`src/rtl/core/bcc_pkg.sv`:
```
// ----------------------------------------------------------------------------
// bcc_pkg
// Shared types and constants for the button click classifier core.
// ----------------------------------------------------------------------------
package bcc_pkg;

	// timer and register widths
	localparam int TIMER_BITS = 16;
	localparam int CFG_W      = 16;
	localparam int CMP_W      = (TIMER_BITS > CFG_W) ? TIMER_BITS : CFG_W;
	localparam int CNT_W      = 3;
	localparam int EV_W       = 3;
	localparam int ADDR_W     = 4;
	localparam int DATA_W     = 32;
	localparam int IDX_W      = 2;

	localparam logic [TIMER_BITS-1:0] TIMER_MAX = {TIMER_BITS{1'b1}};
	localparam logic [CNT_W-1:0]      CLICK_MAX = {CNT_W{1'b1}};

	// register indexes (byte address / 4)
	localparam logic [IDX_W-1:0] REG_PRESS_MIN   = 2'd0;
	localparam logic [IDX_W-1:0] REG_LONG_PRESS  = 2'd1;
	localparam logic [IDX_W-1:0] REG_RELEASE_MAX = 2'd2;

	// reset values of the registers
	localparam logic [CFG_W-1:0] RST_PRESS_MIN   = 16'd50;
	localparam logic [CFG_W-1:0] RST_LONG_PRESS  = 16'd1000;
	localparam logic [CFG_W-1:0] RST_RELEASE_MAX = 16'd300;

	// event codes
	typedef enum logic [EV_W-1:0] {
		EV_NONE   = 3'd0,
		EV_SINGLE = 3'd1,
		EV_DOUBLE = 3'd2,
		EV_TRIPLE = 3'd3,
		EV_MANY   = 3'd4,
		EV_LONG   = 3'd5
	} ev_t;

	// thresholds handed from the register block to the tracker
	typedef struct packed {
		logic [CFG_W-1:0] press_min;
		logic [CFG_W-1:0] long_press;
		logic [CFG_W-1:0] release_max;
	} cfg_t;

	// tracker status for checks
	typedef struct packed {
		logic             pressing;
		logic [CNT_W-1:0] click_count;
	} trk_status_t;

endpackage

```
`src/rtl/core/bcc_cfg.sv`:
```
// ----------------------------------------------------------------------------
// bcc_cfg
// APB-style register block holding the three tick thresholds.
// ----------------------------------------------------------------------------
module bcc_cfg (
	input  logic                        clk,
	input  logic                        arst_n,
	input  logic                        psel,
	input  logic                        penable,
	input  logic                        pwrite,
	input  logic [bcc_pkg::ADDR_W-1:0]  paddr,
	input  logic [bcc_pkg::DATA_W-1:0]  pwdata,
	output logic [bcc_pkg::DATA_W-1:0]  prdata,
	output logic                        pready,
	output bcc_pkg::cfg_t               cfg
);

	logic [bcc_pkg::IDX_W-1:0] idx;
	logic                      wr_en;
	logic [bcc_pkg::CFG_W-1:0] wdata;
	bcc_pkg::cfg_t             cfg_q;

	assign idx    = paddr[bcc_pkg::ADDR_W-1:2];
	assign wr_en  = psel & penable & pwrite;
	assign wdata  = pwdata[bcc_pkg::CFG_W-1:0];
	assign pready = 1'b1;
	assign cfg    = cfg_q;

	// register writes; unknown index is dropped
	always_ff @(posedge clk or negedge arst_n) begin
		if (!arst_n) begin
			cfg_q.press_min   <= bcc_pkg::RST_PRESS_MIN;
			cfg_q.long_press  <= bcc_pkg::RST_LONG_PRESS;
			cfg_q.release_max <= bcc_pkg::RST_RELEASE_MAX;
		end else if (wr_en) begin
			case (idx)
				bcc_pkg::REG_PRESS_MIN:   cfg_q.press_min   <= wdata;
				bcc_pkg::REG_LONG_PRESS:  cfg_q.long_press  <= wdata;
				bcc_pkg::REG_RELEASE_MAX: cfg_q.release_max <= wdata;
				default: ;
			endcase
		end
	end

	// read mux
	always_comb begin
		prdata = '0;
		case (idx)
			bcc_pkg::REG_PRESS_MIN:
				prdata = bcc_pkg::DATA_W'(cfg_q.press_min);
			bcc_pkg::REG_LONG_PRESS:
				prdata = bcc_pkg::DATA_W'(cfg_q.long_press);
			bcc_pkg::REG_RELEASE_MAX:
				prdata = bcc_pkg::DATA_W'(cfg_q.release_max);
			default:
				prdata = '0;
		endcase
	end

endmodule

```
`src/rtl/core/bcc_track.sv`:
```
// ----------------------------------------------------------------------------
// bcc_track
// Press/release timers, click counter and event decision for one tick.
// ----------------------------------------------------------------------------
module bcc_track (
	input  logic                 clk,
	input  logic                 arst_n,
	input  logic                 tick,
	input  logic                 level,
	input  bcc_pkg::cfg_t        cfg,
	output bcc_pkg::ev_t         ev,
	output bcc_pkg::trk_status_t status
);

	logic                            pressing_q, pressing_d;
	logic [bcc_pkg::TIMER_BITS-1:0]  press_q, press_d;
	logic [bcc_pkg::TIMER_BITS-1:0]  rel_q, rel_d;
	logic [bcc_pkg::CNT_W-1:0]       cnt_q, cnt_d;

	logic [bcc_pkg::TIMER_BITS-1:0]  press_inc;
	logic [bcc_pkg::TIMER_BITS-1:0]  rel_inc;
	logic [bcc_pkg::CMP_W-1:0]       press_x, rel_x, min_x, long_x, rmax_x;

	// saturating increments
	assign press_inc = (press_q == bcc_pkg::TIMER_MAX) ? press_q : press_q + 1'b1;
	assign rel_inc   = (rel_q == bcc_pkg::TIMER_MAX) ? rel_q : rel_q + 1'b1;

	// common compare width
	assign press_x = bcc_pkg::CMP_W'(press_inc);
	assign rel_x   = bcc_pkg::CMP_W'(rel_inc);
	assign min_x   = bcc_pkg::CMP_W'(cfg.press_min);
	assign long_x  = bcc_pkg::CMP_W'(cfg.long_press);
	assign rmax_x  = bcc_pkg::CMP_W'(cfg.release_max);

	// next state and event for this tick
	always_comb begin
		pressing_d = pressing_q;
		press_d    = press_q;
		rel_d      = rel_inc;
		cnt_d      = cnt_q;
		ev         = bcc_pkg::EV_NONE;
		if (level) begin
			if (!pressing_q) begin
				pressing_d = 1'b1;
				press_d    = '0;
			end else begin
				press_d = press_inc;
				if (press_x >= long_x && cnt_q == '0) begin
					ev    = bcc_pkg::EV_LONG;
					cnt_d = bcc_pkg::CNT_W'(1);
				end
			end
		end else if (pressing_q) begin
			// release: press length is press_inc
			pressing_d = 1'b0;
			press_d    = '0;
			if (press_x < min_x) begin
				// bounce, nothing else changes
			end else if (press_x < long_x) begin
				rel_d = '0;
				if (cnt_q != bcc_pkg::CLICK_MAX) cnt_d = cnt_q + 1'b1;
			end else begin
				rel_d = '0;
				cnt_d = '0;
			end
		end else if (cnt_q != '0 && rel_x > rmax_x) begin
			case (cnt_q)
				3'd1:    ev = bcc_pkg::EV_SINGLE;
				3'd2:    ev = bcc_pkg::EV_DOUBLE;
				3'd3:    ev = bcc_pkg::EV_TRIPLE;
				default: ev = bcc_pkg::EV_MANY;
			endcase
			rel_d = '0;
			cnt_d = '0;
		end
	end

	// state registers advance once per tick
	always_ff @(posedge clk or negedge arst_n) begin
		if (!arst_n) begin
			pressing_q <= 1'b0;
			press_q    <= '0;
			rel_q      <= '0;
			cnt_q      <= '0;
		end else if (tick) begin
			pressing_q <= pressing_d;
			press_q    <= press_d;
			rel_q      <= rel_d;
			cnt_q      <= cnt_d;
		end
	end

	assign status.pressing    = pressing_q;
	assign status.click_count = cnt_q;

endmodule

```
`src/rtl/core/button_click_classifier_core.sv`:
```
// ----------------------------------------------------------------------------
// button_click_classifier_core
// Classifies a ticked button level into clicks, multi-clicks and long press.
//
//   channel | direction | handshake           | payload
//   in      | to core   | in_valid / in_stall | button_pressed
//   out     | from core | out_valid/out_stall | event_code
//   cfg     | to core   | APB psel/penable    | paddr, pwdata, prdata
//
// One beat per cycle while out is not stalled; each input beat yields one result
// beat, passing through the input register, then the result register.
// The tracker state updates in the cycle a beat leaves the input register.
// Reset clears the timers, the click count and both valid flags; registers
// return to their default thresholds.
// A stall on out holds the result register and backs up into in_stall.
// ----------------------------------------------------------------------------
module button_click_classifier_core (
	input  logic                        clk,
	input  logic                        arst_n,
	input  logic                        in_valid,
	output logic                        in_stall,
	input  logic                        button_pressed,
	output logic                        out_valid,
	input  logic                        out_stall,
	output logic [bcc_pkg::EV_W-1:0]    event_code,
	input  logic                        psel,
	input  logic                        penable,
	input  logic                        pwrite,
	input  logic [bcc_pkg::ADDR_W-1:0]  paddr,
	input  logic [bcc_pkg::DATA_W-1:0]  pwdata,
	output logic [bcc_pkg::DATA_W-1:0]  prdata,
	output logic                        pready
);

	bcc_pkg::cfg_t        cfg;
	bcc_pkg::ev_t         cur_ev;
	bcc_pkg::trk_status_t status;

	logic         valid_s1;
	logic         level_s1;
	logic         adv_s1;
	logic         out_free;
	logic         valid_s2;
	bcc_pkg::ev_t ev_s2;

	// stage handoff
	assign out_free = !valid_s2 || !out_stall;
	assign adv_s1   = valid_s1 && out_free;
	assign in_stall = valid_s1 && !out_free;

	// input register
	always_ff @(posedge clk or negedge arst_n) begin
		if (!arst_n) begin
			valid_s1 <= 1'b0;
		end else if (!in_stall) begin
			valid_s1 <= in_valid;
		end
	end

	always_ff @(posedge clk) begin
		if (!in_stall && in_valid) begin
			level_s1 <= button_pressed;
		end
	end

	bcc_cfg u_cfg (
		.clk     (clk),
		.arst_n  (arst_n),
		.psel    (psel),
		.penable (penable),
		.pwrite  (pwrite),
		.paddr   (paddr),
		.pwdata  (pwdata),
		.prdata  (prdata),
		.pready  (pready),
		.cfg     (cfg)
	);

	bcc_track u_track (
		.clk    (clk),
		.arst_n (arst_n),
		.tick   (adv_s1),
		.level  (level_s1),
		.cfg    (cfg),
		.ev     (cur_ev),
		.status (status)
	);

	// result register
	always_ff @(posedge clk or negedge arst_n) begin
		if (!arst_n) begin
			valid_s2 <= 1'b0;
		end else if (out_free) begin
			valid_s2 <= valid_s1;
		end
	end

	always_ff @(posedge clk) begin
		if (adv_s1) begin
			ev_s2 <= cur_ev;
		end
	end

	assign out_valid  = valid_s2;
	assign event_code = ev_s2;

	// checks
	a_stall_needs_beat: assert property (@(posedge clk) disable iff (!arst_n)
		in_stall |-> (valid_s1 && valid_s2 && out_stall))
		else $error("in_stall without a held beat");

	a_code_range: assert property (@(posedge clk) disable iff (!arst_n)
		out_valid |-> (event_code <= bcc_pkg::EV_LONG))
		else $error("event code out of range");

	a_long_while_pressed: assert property (@(posedge clk) disable iff (!arst_n)
		(adv_s1 && cur_ev == bcc_pkg::EV_LONG) |-> (status.pressing && level_s1))
		else $error("long press reported without a held press");

	a_report_clears: assert property (@(posedge clk) disable iff (!arst_n)
		(adv_s1 && cur_ev != bcc_pkg::EV_NONE && cur_ev != bcc_pkg::EV_LONG)
		|=> (status.click_count == '0 && !status.pressing))
		else $error("click report did not clear the series");

endmodule
```
`config.mk`:
```
export PLATFORM = sky130hd
export DESIGN_NAME = button_click_classifier_core
export DESIGN_NICKNAME = d
export VERILOG_FILES = /design/src/rtl/core/bcc_pkg.sv /design/src/rtl/core/bcc_cfg.sv /design/src/rtl/core/bcc_track.sv /design/src/rtl/core/button_click_classifier_core.sv
export SDC_FILE = /design/constraint.sdc
export NUM_CORES = 1
export LEC_CHECK = 0
export ABC_AREA = 1
export BUFFER_PORTS_ARGS = -buffer_cell sky130_fd_sc_hd__buf_2
export CORE_MARGIN = 5
export CORE_UTILIZATION = 30
export DETAILED_ROUTE_END_ITERATION = 8
export PLACE_DENSITY = 0.43
export SYNTH_ARGS = -nofsm -noshare
export SYNTH_HDL_FRONTEND = slang
export SYNTH_HIERARCHICAL = 1
export SYNTH_SLANG_ARGS = --single-unit
export TNS_END_PERCENT = 20
```
`constraint.sdc`:
```
create_clock -name clk -period 4.1 [get_ports clk]
set_input_delay 0.205 -clock clk [delete_from_list [all_inputs] [get_ports clk]]
set_output_delay 0.205 -clock clk [all_outputs]
set_load 0.01 [all_outputs]
```
======== Yosys cells after proc, flatten, opt, wreduce, memory -nomap -nowiden ========
Cells that the tools add are included.
operators by class
  reduce and logical (&&, ||, !) cells .... 20
  order comparisons ....................... 4
  div/mod/pow operators ................... 0
  multipliers ............................. 0
  muxes and demuxes ....................... 25
  bitwise logic cells ..................... 2
  $add $sub $neg .......................... 3
  equal/unequal tests ..................... 12
  shifts and indexed selects .............. 0
operators by type and width
  operator                                                                 number
  16-bit 2-to-1 mux                                                        9
  16-bit case mux with 3 select lines                                      1
  3-bit 2-to-1 mux                                                         13
  16-bit by 1-bit adder with 16-bit output, second input constant          2
  16-bit == test, second input constant                                    2
  16-bit less-than comparator                                              2
  16-bit greater-or-equal comparator                                       1
  16-bit greater-than comparator                                           1
  3-bit case mux with 3 select lines                                       1
  2-bit AND reduction                                                      4
  3-bit by 2-bit == test with 1-bit output, second input constant          2
  3-bit inequality test, second input constant                             2
  6-bit AND reduction                                                      1
  1-bit logical AND                                                        5
  1-bit zero test                                                          4
  2-bit by 1-bit inequality test with 1-bit output, second input constant  2
  4-bit inequality test, second input constant                             1
  2-bit nonzero test                                                       2
  3-bit by 1-bit adder with 3-bit output, second input constant            1
  3-bit by 1-bit == test with 1-bit output, second input constant          1
  3-bit zero test                                                          1
  3-bit nonzero test                                                       1
  1-bit bitwise AND                                                        2
  2-bit by 1-bit == test with 1-bit output, second input constant          1
  4 further kinds                                                          4
storage, ports and cells
  ROM bits ................................ 0
  register bits after elaboration ......... 90
  bits in latches ......................... 0
  memories kept ........................... 0
  output and inout port bits .............. 38
  bits in writable memories ............... 0
  input port bits ......................... 44

======== Logic depth before layout (Yosys ltp) ========
Gate-level depths: netlist (run 1).
  word-level depth ........................ 7
  gate-level depth with buffers ........... 27
  depth with buffers taken out ............ 27

======== By module ========
Netlist (run 1), hierarchy kept.
modules (own cells, without submodules)
  module                        area an instance (sq um)  instances  cells an instance  seq. area each (sq um)
  bcc_track                     3796.1                    1          559                900.9
  bcc_cfg                       2422.3                    1          302                1217.4
  button_click_classifier_core  215.2                     1          16                 170.2

======== Worst setup path before layout (run 1) ========
Ideal clock, no wire load.
  kind .................................... reg2reg
  start ................................... register u_track/press_q[0] in the netlist's numbering
  end ..................................... register u_track/cnt_q[0] in the netlist's numbering
  data arrival time ....................... 2853 ps
  path slack .............................. 1130 ps
  required time ........................... 3983 ps
  cell stages (with the launch flop) ...... 26
  clock period less this slack ............ 2970 ps
  library setup time ...................... 117 ps
  cells stage by stage .................... dfrtp_1 ha_1 nand3_1 nor2_2 nand2_2 nand3_2 nor2_4 nand2_2 nor2_2 nand2_2 nor3_2 xor2_1 ha_1 nand2_1 inv_1 nand3_1 nor3_1 o21ai_0 nand2_1 nor2_1 nand2_1 nand2_1 nor2_1 nand2_1 nand2_1 nand2_1
between the ends
  word-level cells in the longest chain between the ends .. 7
  elaborated cells on any way between the ends .. 15
RTL lines
  element                                                                     RTL line         source
  start, declared                                                             bcc_track.sv:16  logic [bcc_pkg::TIMER_BITS-1:0] press_q, press_d;
  start signal, assigned                                                      bcc_track.sv:87  press_q <= press_d;
  16-bit by 1-bit adder with 16-bit output or 16-bit == test (tied branches)  bcc_track.sv:25  assign press_inc = (press_q == bcc_pkg::TIMER_MAX) ? press_q : press_q + 1'b1;
  16-bit 2-to-1 mux *                                                         bcc_track.sv:25
  16-bit less-than comparator                                                 bcc_track.sv:59  end else if (press_x < long_x) begin
  3-bit 2-to-1 mux                                                            bcc_track.sv:59
  3-bit 2-to-1 mux                                                            bcc_track.sv:57  if (press_x < min_x) begin
  3-bit 2-to-1 mux                                                            bcc_track.sv:53  end else if (pressing_q) begin
  3-bit 2-to-1 mux                                                            bcc_track.sv:42  if (level) begin
  end signal, assigned                                                        bcc_track.sv:89  cnt_q <= cnt_d;
  end, declared                                                               bcc_track.sv:18  logic [bcc_pkg::CNT_W-1:0] cnt_q, cnt_d;
Mark *: on every way between the ends. The rest lies on a longest branch, timed or not. The select of a mux whose other input is x is not followed.
A chain may end at the register's enable or synchronous reset.

======== Final worst setup path (run 1) ========
Same ends and word-level chain as after synthesis.

==> results.py, run 1 <==
metrics = {
    "global_route": {
        "grt_pass1_vias": 5256,
        "grt_antenna_before_repair": 0,
        "grt_max_degree": 59,
        "grt-ovfl-total": 0,
        "grt_usage": 0.151,
        "grt_first_pass_wirelength_mm": 28.9,
    },
    "route": {
        "wire_per_inst_um": 14.8,
        "final_antenna_net_count": 0,
        "drc": 0,
        "drt_iter0_drc": 245,
        "first_pass_iters": 4,
        "num_vias": 5350,
        "via_per_inst": 4.45,
        "wl_mm": 17.8,
    },
    "floorplan": {
        "start_util": 0.305,
        "core_mm2": 0.0211,
        "ios": 82,
        "die_w_um": 156,
        "chipHeight_um": 156,
        "placement_rows": 53,
        "die_area_mm2": 0.0244,
    },
    "clock_network": {
        "htree_levels": 3,
        "clock_latency_ns": 0.36,
        "numCtsBuffers": 9,
        "cts_tree": "built",
        "cts.clk_slew.worst_paths_ns": 0.07,
        "clk_path_buf_depth": 2,
        "cts_sinks": 90,
        "cts-root-buf": "clkbuf_16",
        "cts_setup_buffers": 0,
    },
    "placement": {
        "dp_hpwl_mm": 13.1,
        "routabilityCongestion": 0.796,
        "pre_cts_slack_ns": 0.574,
        "port_buffers": 46,
    },
    "worst_hold_path": {
        "holdCritStartpoint": "button_pressed",
        "worstHoldPathType": "in -> reg",
        "hold_depth": 1,
        "whs_endpoint": "level_s1$_DFFE_PP_",
    },
    "worst_setup_path": {
        "worstPathMaxFanout": 4,
        "r2r_cells": 25,
        "crit_required_ns": 4.34,
        "regToRegSetupSlack_ns": 0.60,
        "crit_arrival_ns": 3.74,
        "r2r_start": "u_track/press_q[0]$_DFFE_PN0P_",
        "rr_endpoint": "u_track/cnt_q[0]$_DFFE_PN0P_",
        "end_kind": "flip-flop",
        "critPathLaunch": "u_track/press_q[0]$_DFFE_PN0P_",
        "critical_path_class": "reg -> reg",
        "cp-start-kind": "flip-flop",
    },
    "layout": {
        "syn2layout_area_growth_pct": 11.6,
        "drive_above_1_share": 0.149,
        "nets": 1022,
        "antennaDiodeCount": 0,
        "fin_util": 0.340,
        "fillCellCount": 2284,
    },
    "yosys": {
        "netlist_area_mm2": 0.00643,
        "ys.warnings.count": 6,
        "synth_area_per_cell_um2": 7.34,
        "syn_inst": 876,
    },
    "sta": {
        "grt_setup_unrepaired": "false",
        "fmax_ghz": 0.285,
        "fin_crit_sh": 0.854,
        "fin_setup_tns_ns": 0,
        "fin_ws_ns": 0.597,
        "maxSlewHeadroom": 0.301,
        "worst-slew-pin-transition_ns": 1.05,
        "min_period_ns": 3.50,
        "setup_violations": 0,
        "fin_worst_skew_ns": 0.0113,
        "hold_violations": 0,
        "final-max-slew-violation-count": 0,
    },
    "run_status": {
        "status": "completed",
    },
    "pwr": {
        "totalPowerFinal_w": 0.00282,
        "irDropWorstVdd_mv": 0.192,
        "powerDensity_mw_per_mm2": 393,
        "p_leak_nw": 3.88,
    },
    "flow_run": {
        "cap_viol_max_count": 0,
    },
}
worst max-delay path, stage by stage, from the launching register on:
cell and delay, ns:
dfrtp_1 0.37, ha_1 0.19, nand2_1 0.08, nor2_1 0.09, nand2_1 0.09, nor2_1 0.16
inv_1 0.08, nor2_1 0.15, nand3_1 0.13, nor2_1 0.13, xor2_1 0.20, inv_1 0.10
ha_1 0.28, nand2_1 0.04, inv_1 0.06, nand3_1 0.08, nor3_1 0.20, o21ai_0 0.16
nand2_1 0.16, nor2_1 0.07, nand2_1 0.06, nand2_1 0.05, nor2_2 0.20, nand2_1 0.12
nand2_1 0.08, nand2_1 0.05
metrics by stage:
| step | hold WS (ns) | cells | instance area, um^2 |
|---|---|---|---|
| after floorplan | -0.0906 | 891 | 6480 |
| after global placement | 0.355 | 1186 | 6840 |
| after detailed placement | 0.362 | 1186 | 6840 |
| after CTS | 0.00609 | 1203 | 7170 |
| after global routing | 0.00724 | 1203 | 7170 |
| final | 0.0275 | 1203 | 7170 |
power breakdown:
part | leakage (nW) | switching [W] | internal, W
logic | 2.60 | 0.000465 | 0.000270
registers | 1.14 | 0.000135 | 0.00105
clock network | 0.147 | 0.000377 | 0.000528
routing by layer:
metal / vias up / wire, um / track usage
met1: 2458 / 8580 / 0.202
met2: 87 / 8470 / 0.256
met4: 0 / 201 / 0.0326
met3: 12 / 581 / 0.0277
met5: - / 0 / 0
li1: 2793 / - / -
area by class of cell:
cell class              count  area [um^2]  area share
multi-input cells         639         3450       0.481
flip-flops and latches     90         2290       0.319
inverters                 131          492      0.0686
well taps                 275          344      0.0480
repair buffers             52          280      0.0391
clock buffers              13          272      0.0379
clock inverters             3         45.0     0.00628
timing repair:
item                                   CTS  global route
hold buffers                             1             0
setup endpoints to repair                0             1
resized for setup                        0             1
endpoints found under the hold margin   52             0
state kept, by name, indices dropped and copies added (netlist names):
| name | cells |
|---|---|
| out_valid | 1 |
| u_track/pressing_q | 1 |
| event_code | 3 |
| level_s1 | 1 |
| valid_s1 | 1 |
| u_cfg/cfg | 48 |
| u_track/rel_q | 16 |
| u_track/press_q | 16 |
| u_track/cnt_q | 3 |
worst max-delay path by stage:
stage / end / cells after the start / slack, ns
after floorplan: u_track/cnt_q[0]$_DFFE_PN0P_ / 25 / 1.13
after global placement: u_track/cnt_q[1]$_DFFE_PN0P_ / 25 / 0.58
after detailed placement: u_track/cnt_q[1]$_DFFE_PN0P_ / 25 / 0.57
after CTS: u_track/cnt_q[0]$_DFFE_PN0P_ / 25 / 0.54
after global routing: u_track/cnt_q[1]$_DFFE_PN0P_ / 25 / 0.06
final: u_track/cnt_q[0]$_DFFE_PN0P_ / 25 / 0.60
cells in the final DEF (no fill, tap or decap), types with 2 or more instances in the layout:
master,count
nand2_1,322
inv_1,121
dfrtp_1,73
ha_1,55
nor2_1,47
buf_2,45
nand3_1,33
a21oi_1,32
nand2_2,22
o21ai_0,22
xor2_1,18
conb_1,17
dfstp_2,13
clkbuf_16,10
inv_2,9
nor3_1,9
o22ai_1,9
buf_4,6
nand4_1,6
nor2_4,5
nand3_2,4
edfxtp_1,4
nor2_2,4
nand2_4,4
nor4_1,4
o31ai_1,3
clkinvlp_4,2
clkbuf_1,2
nor3_4,2
nor3_2,2
o211ai_1,2
a31oi_1,2
nor3b_1,2
o21ai_2,2
a211oi_1,2
Power figures use the tool's default switching activity.
==> inputs of run 2 (changes only) <==
--- a/config.mk
+++ b/config.mk
@@ -10,7 +10,7 @@
 export CORE_MARGIN = 5
 export CORE_UTILIZATION = 30
 export DETAILED_ROUTE_END_ITERATION = 8
-export PLACE_DENSITY = 0.43
+export PLACE_DENSITY = 0.52
 export SYNTH_ARGS = -nofsm -noshare
 export SYNTH_HDL_FRONTEND = slang
 export SYNTH_HIERARCHICAL = 1
==> results.py, run 2 (same netlist as run 1, synthesis figures left out) <==
metrics = {
    "worst_setup_path": {
        "crit_family": "simple AND/OR/NAND/NOR gates",
        "crit_arrival_ns": 3.74,
        "critical_path_class": "reg -> reg",
        "cpPeakStageDelay_ns": 0.38,
        "worstPathMaxFanout": 4,
        "worst_path_max_delay_cell": "dfrtp_1",
        "end_kind": "flip-flop",
        "cpMostUsedCell": "nand2_1",
        "cp-start-kind": "flip-flop",
        "path_buf_inv": 3,
        "crit_required_ns": 4.35,
    },
    "clock_network": {
        "cts_tree": "built",
        "hold_buffers": 1,
        "clock_latency_ns": 0.35,
        "htree_levels": 3,
        "cts_sinks": 90,
        "numCtsBuffers": 9,
        "cts_setup_buffers": 0,
        "ctsResizeCount": 0,
        "cts-root-buf": "clkbuf_16",
        "cts.clk_slew.worst_paths_ns": 0.07,
        "clk_path_buf_depth": 2,
    },
    "layout": {
        "layout.area.seq_mm2": 0.00229,
        "drive_above_1_share": 0.148,
        "final_common_cell": "nand2_1",
        "final_cell_mix": "nand2_1 (322), inv_1 (121), dfrtp_1 (73), ha_1 (55), nor2_1 (48)",
        "nets": 1020,
        "largest_reg_flops": 48,
        "post-route-cell-area_mm2": 0.00714,
        "fillCellCount": 2280,
        "multi_input_area_mm2": 0.00345,
        "antennaDiodeCount": 0,
        "syn2layout_area_growth_pct": 11.1,
    },
    "pwr": {
        "p_leak_nw": 3.86,
        "powerDensity_mw_per_mm2": 391,
        "irDropWorstVdd_mv": 0.171,
    },
    "floorplan": {
        "ios": 82,
        "start_util": 0.305,
        "placement_rows": 53,
        "die_w_um": 156,
        "core_mm2": 0.0211,
        "chipHeight_um": 156,
        "die_area_mm2": 0.0244,
    },
    "placement": {
        "port_buffers": 46,
        "placed_cell_area_mm2": 0.00683,
        "dp_hpwl_mm": 12.8,
        "routabilityCongestion": 0.809,
        "pre_cts_slack_ns": 0.607,
    },
    "sta": {
        "setup_violations": 0,
        "grt_setup_unrepaired": "false",
        "fin_ws_ns": 0.606,
        "fin_setup_tns_ns": 0,
        "final-max-slew-violation-count": 0,
        "maxSlewHeadroom": 0.303,
        "fmax_ghz": 0.286,
        "fin_worst_skew_ns": 0.00660,
        "hold_violations": 0,
        "worst-slew-pin-transition_ns": 1.04,
        "fin_crit_sh": 0.852,
        "min_period_ns": 3.49,
    },
    "global_route": {
        "grt-ovfl-total": 0,
        "grt_usage": 0.143,
        "grt_max_degree": 58,
        "grt_pass1_vias": 5161,
        "grt_antenna_before_repair": 0,
        "grt_first_pass_wirelength_mm": 27.7,
    },
    "route": {
        "num_vias": 5440,
        "via_per_inst": 4.53,
        "first_pass_iters": 7,
        "drt_iter0_drc": 345,
        "final_antenna_net_count": 0,
        "wl_mm": 17.0,
        "drc": 0,
        "wire_per_inst_um": 14.2,
    },
    "worst_hold_path": {
        "worstHoldPathType": "in -> reg",
    },
    "flow_run": {
        "cap_viol_max_count": 0,
    },
    "run_status": {
        "status": "completed",
    },
}
run 2: final cells by class:
class                   count  share of cell area
multi-input cells         639               0.483
flip-flops and latches     90               0.320
inverters                 131              0.0689
well taps                 275              0.0482
repair buffers             50              0.0371
clock buffers               9              0.0315
clock inverters             7              0.0110
run 2: worst paths after layout:
path                                                 from                      endpoint  slack [ns]  depth (start not counted)
min                                        button_pressed            level_s1$_DFFE_PP_        0.03                          1
max reg2reg                u_track/press_q[0]$_DFFE_PN0P_  u_track/cnt_q[1]$_DFFE_PN0P_        0.61                         25
min reg2reg                     u_cfg/cfg[21]$_DFFE_PN1P_     u_cfg/cfg[21]$_DFFE_PN1P_        0.47                          2
max in group asynchronous                          arst_n     u_cfg/cfg[25]$_DFFE_PN1P_        2.65                          3
min in group asynchronous                          arst_n  u_track/rel_q[4]$_DFFE_PN0P_        0.48                          2
max                        u_track/press_q[0]$_DFFE_PN0P_  u_track/cnt_q[1]$_DFFE_PN0P_        0.61                         25
run 2: metal layers:
metal / wire length [um] / vias to the layer above / track usage
met2: 7760 / 106 / 0.223
li1: - / 2798 / -
met3: 844 / 18 / 0.0252
met5: 0 / - / 0
met1: 8160 / 2518 / 0.204
met4: 258 / 0 / 0.0438
run 2: per-stage QoR:
step | instances | hold slack [ns] | total power, W | util
finish | 1201 | 0.0270 | 0.00279 | 0.339
global route | 1201 | 0.00846 | 0.00301 | 0.339
CTS | 1201 | 0.00959 | 0.00283 | 0.339
detailed placement | 1184 | 0.357 | 0.00194 | 0.324
global placement | 1184 | 0.348 | 0.00193 | 0.324
floorplan | 891 | -0.0906 | 0.00171 | -
run 2: power breakdown:
part	leakage (nW)	switching, W	total (W)	internal, W
Sequential	1.14	0.000133	0.00118	0.00104
Clock	0.138	0.000398	0.000876	0.000477
Combinational	2.59	0.000469	0.000739	0.000270
Total	3.86	0.00100	0.00279	0.00179
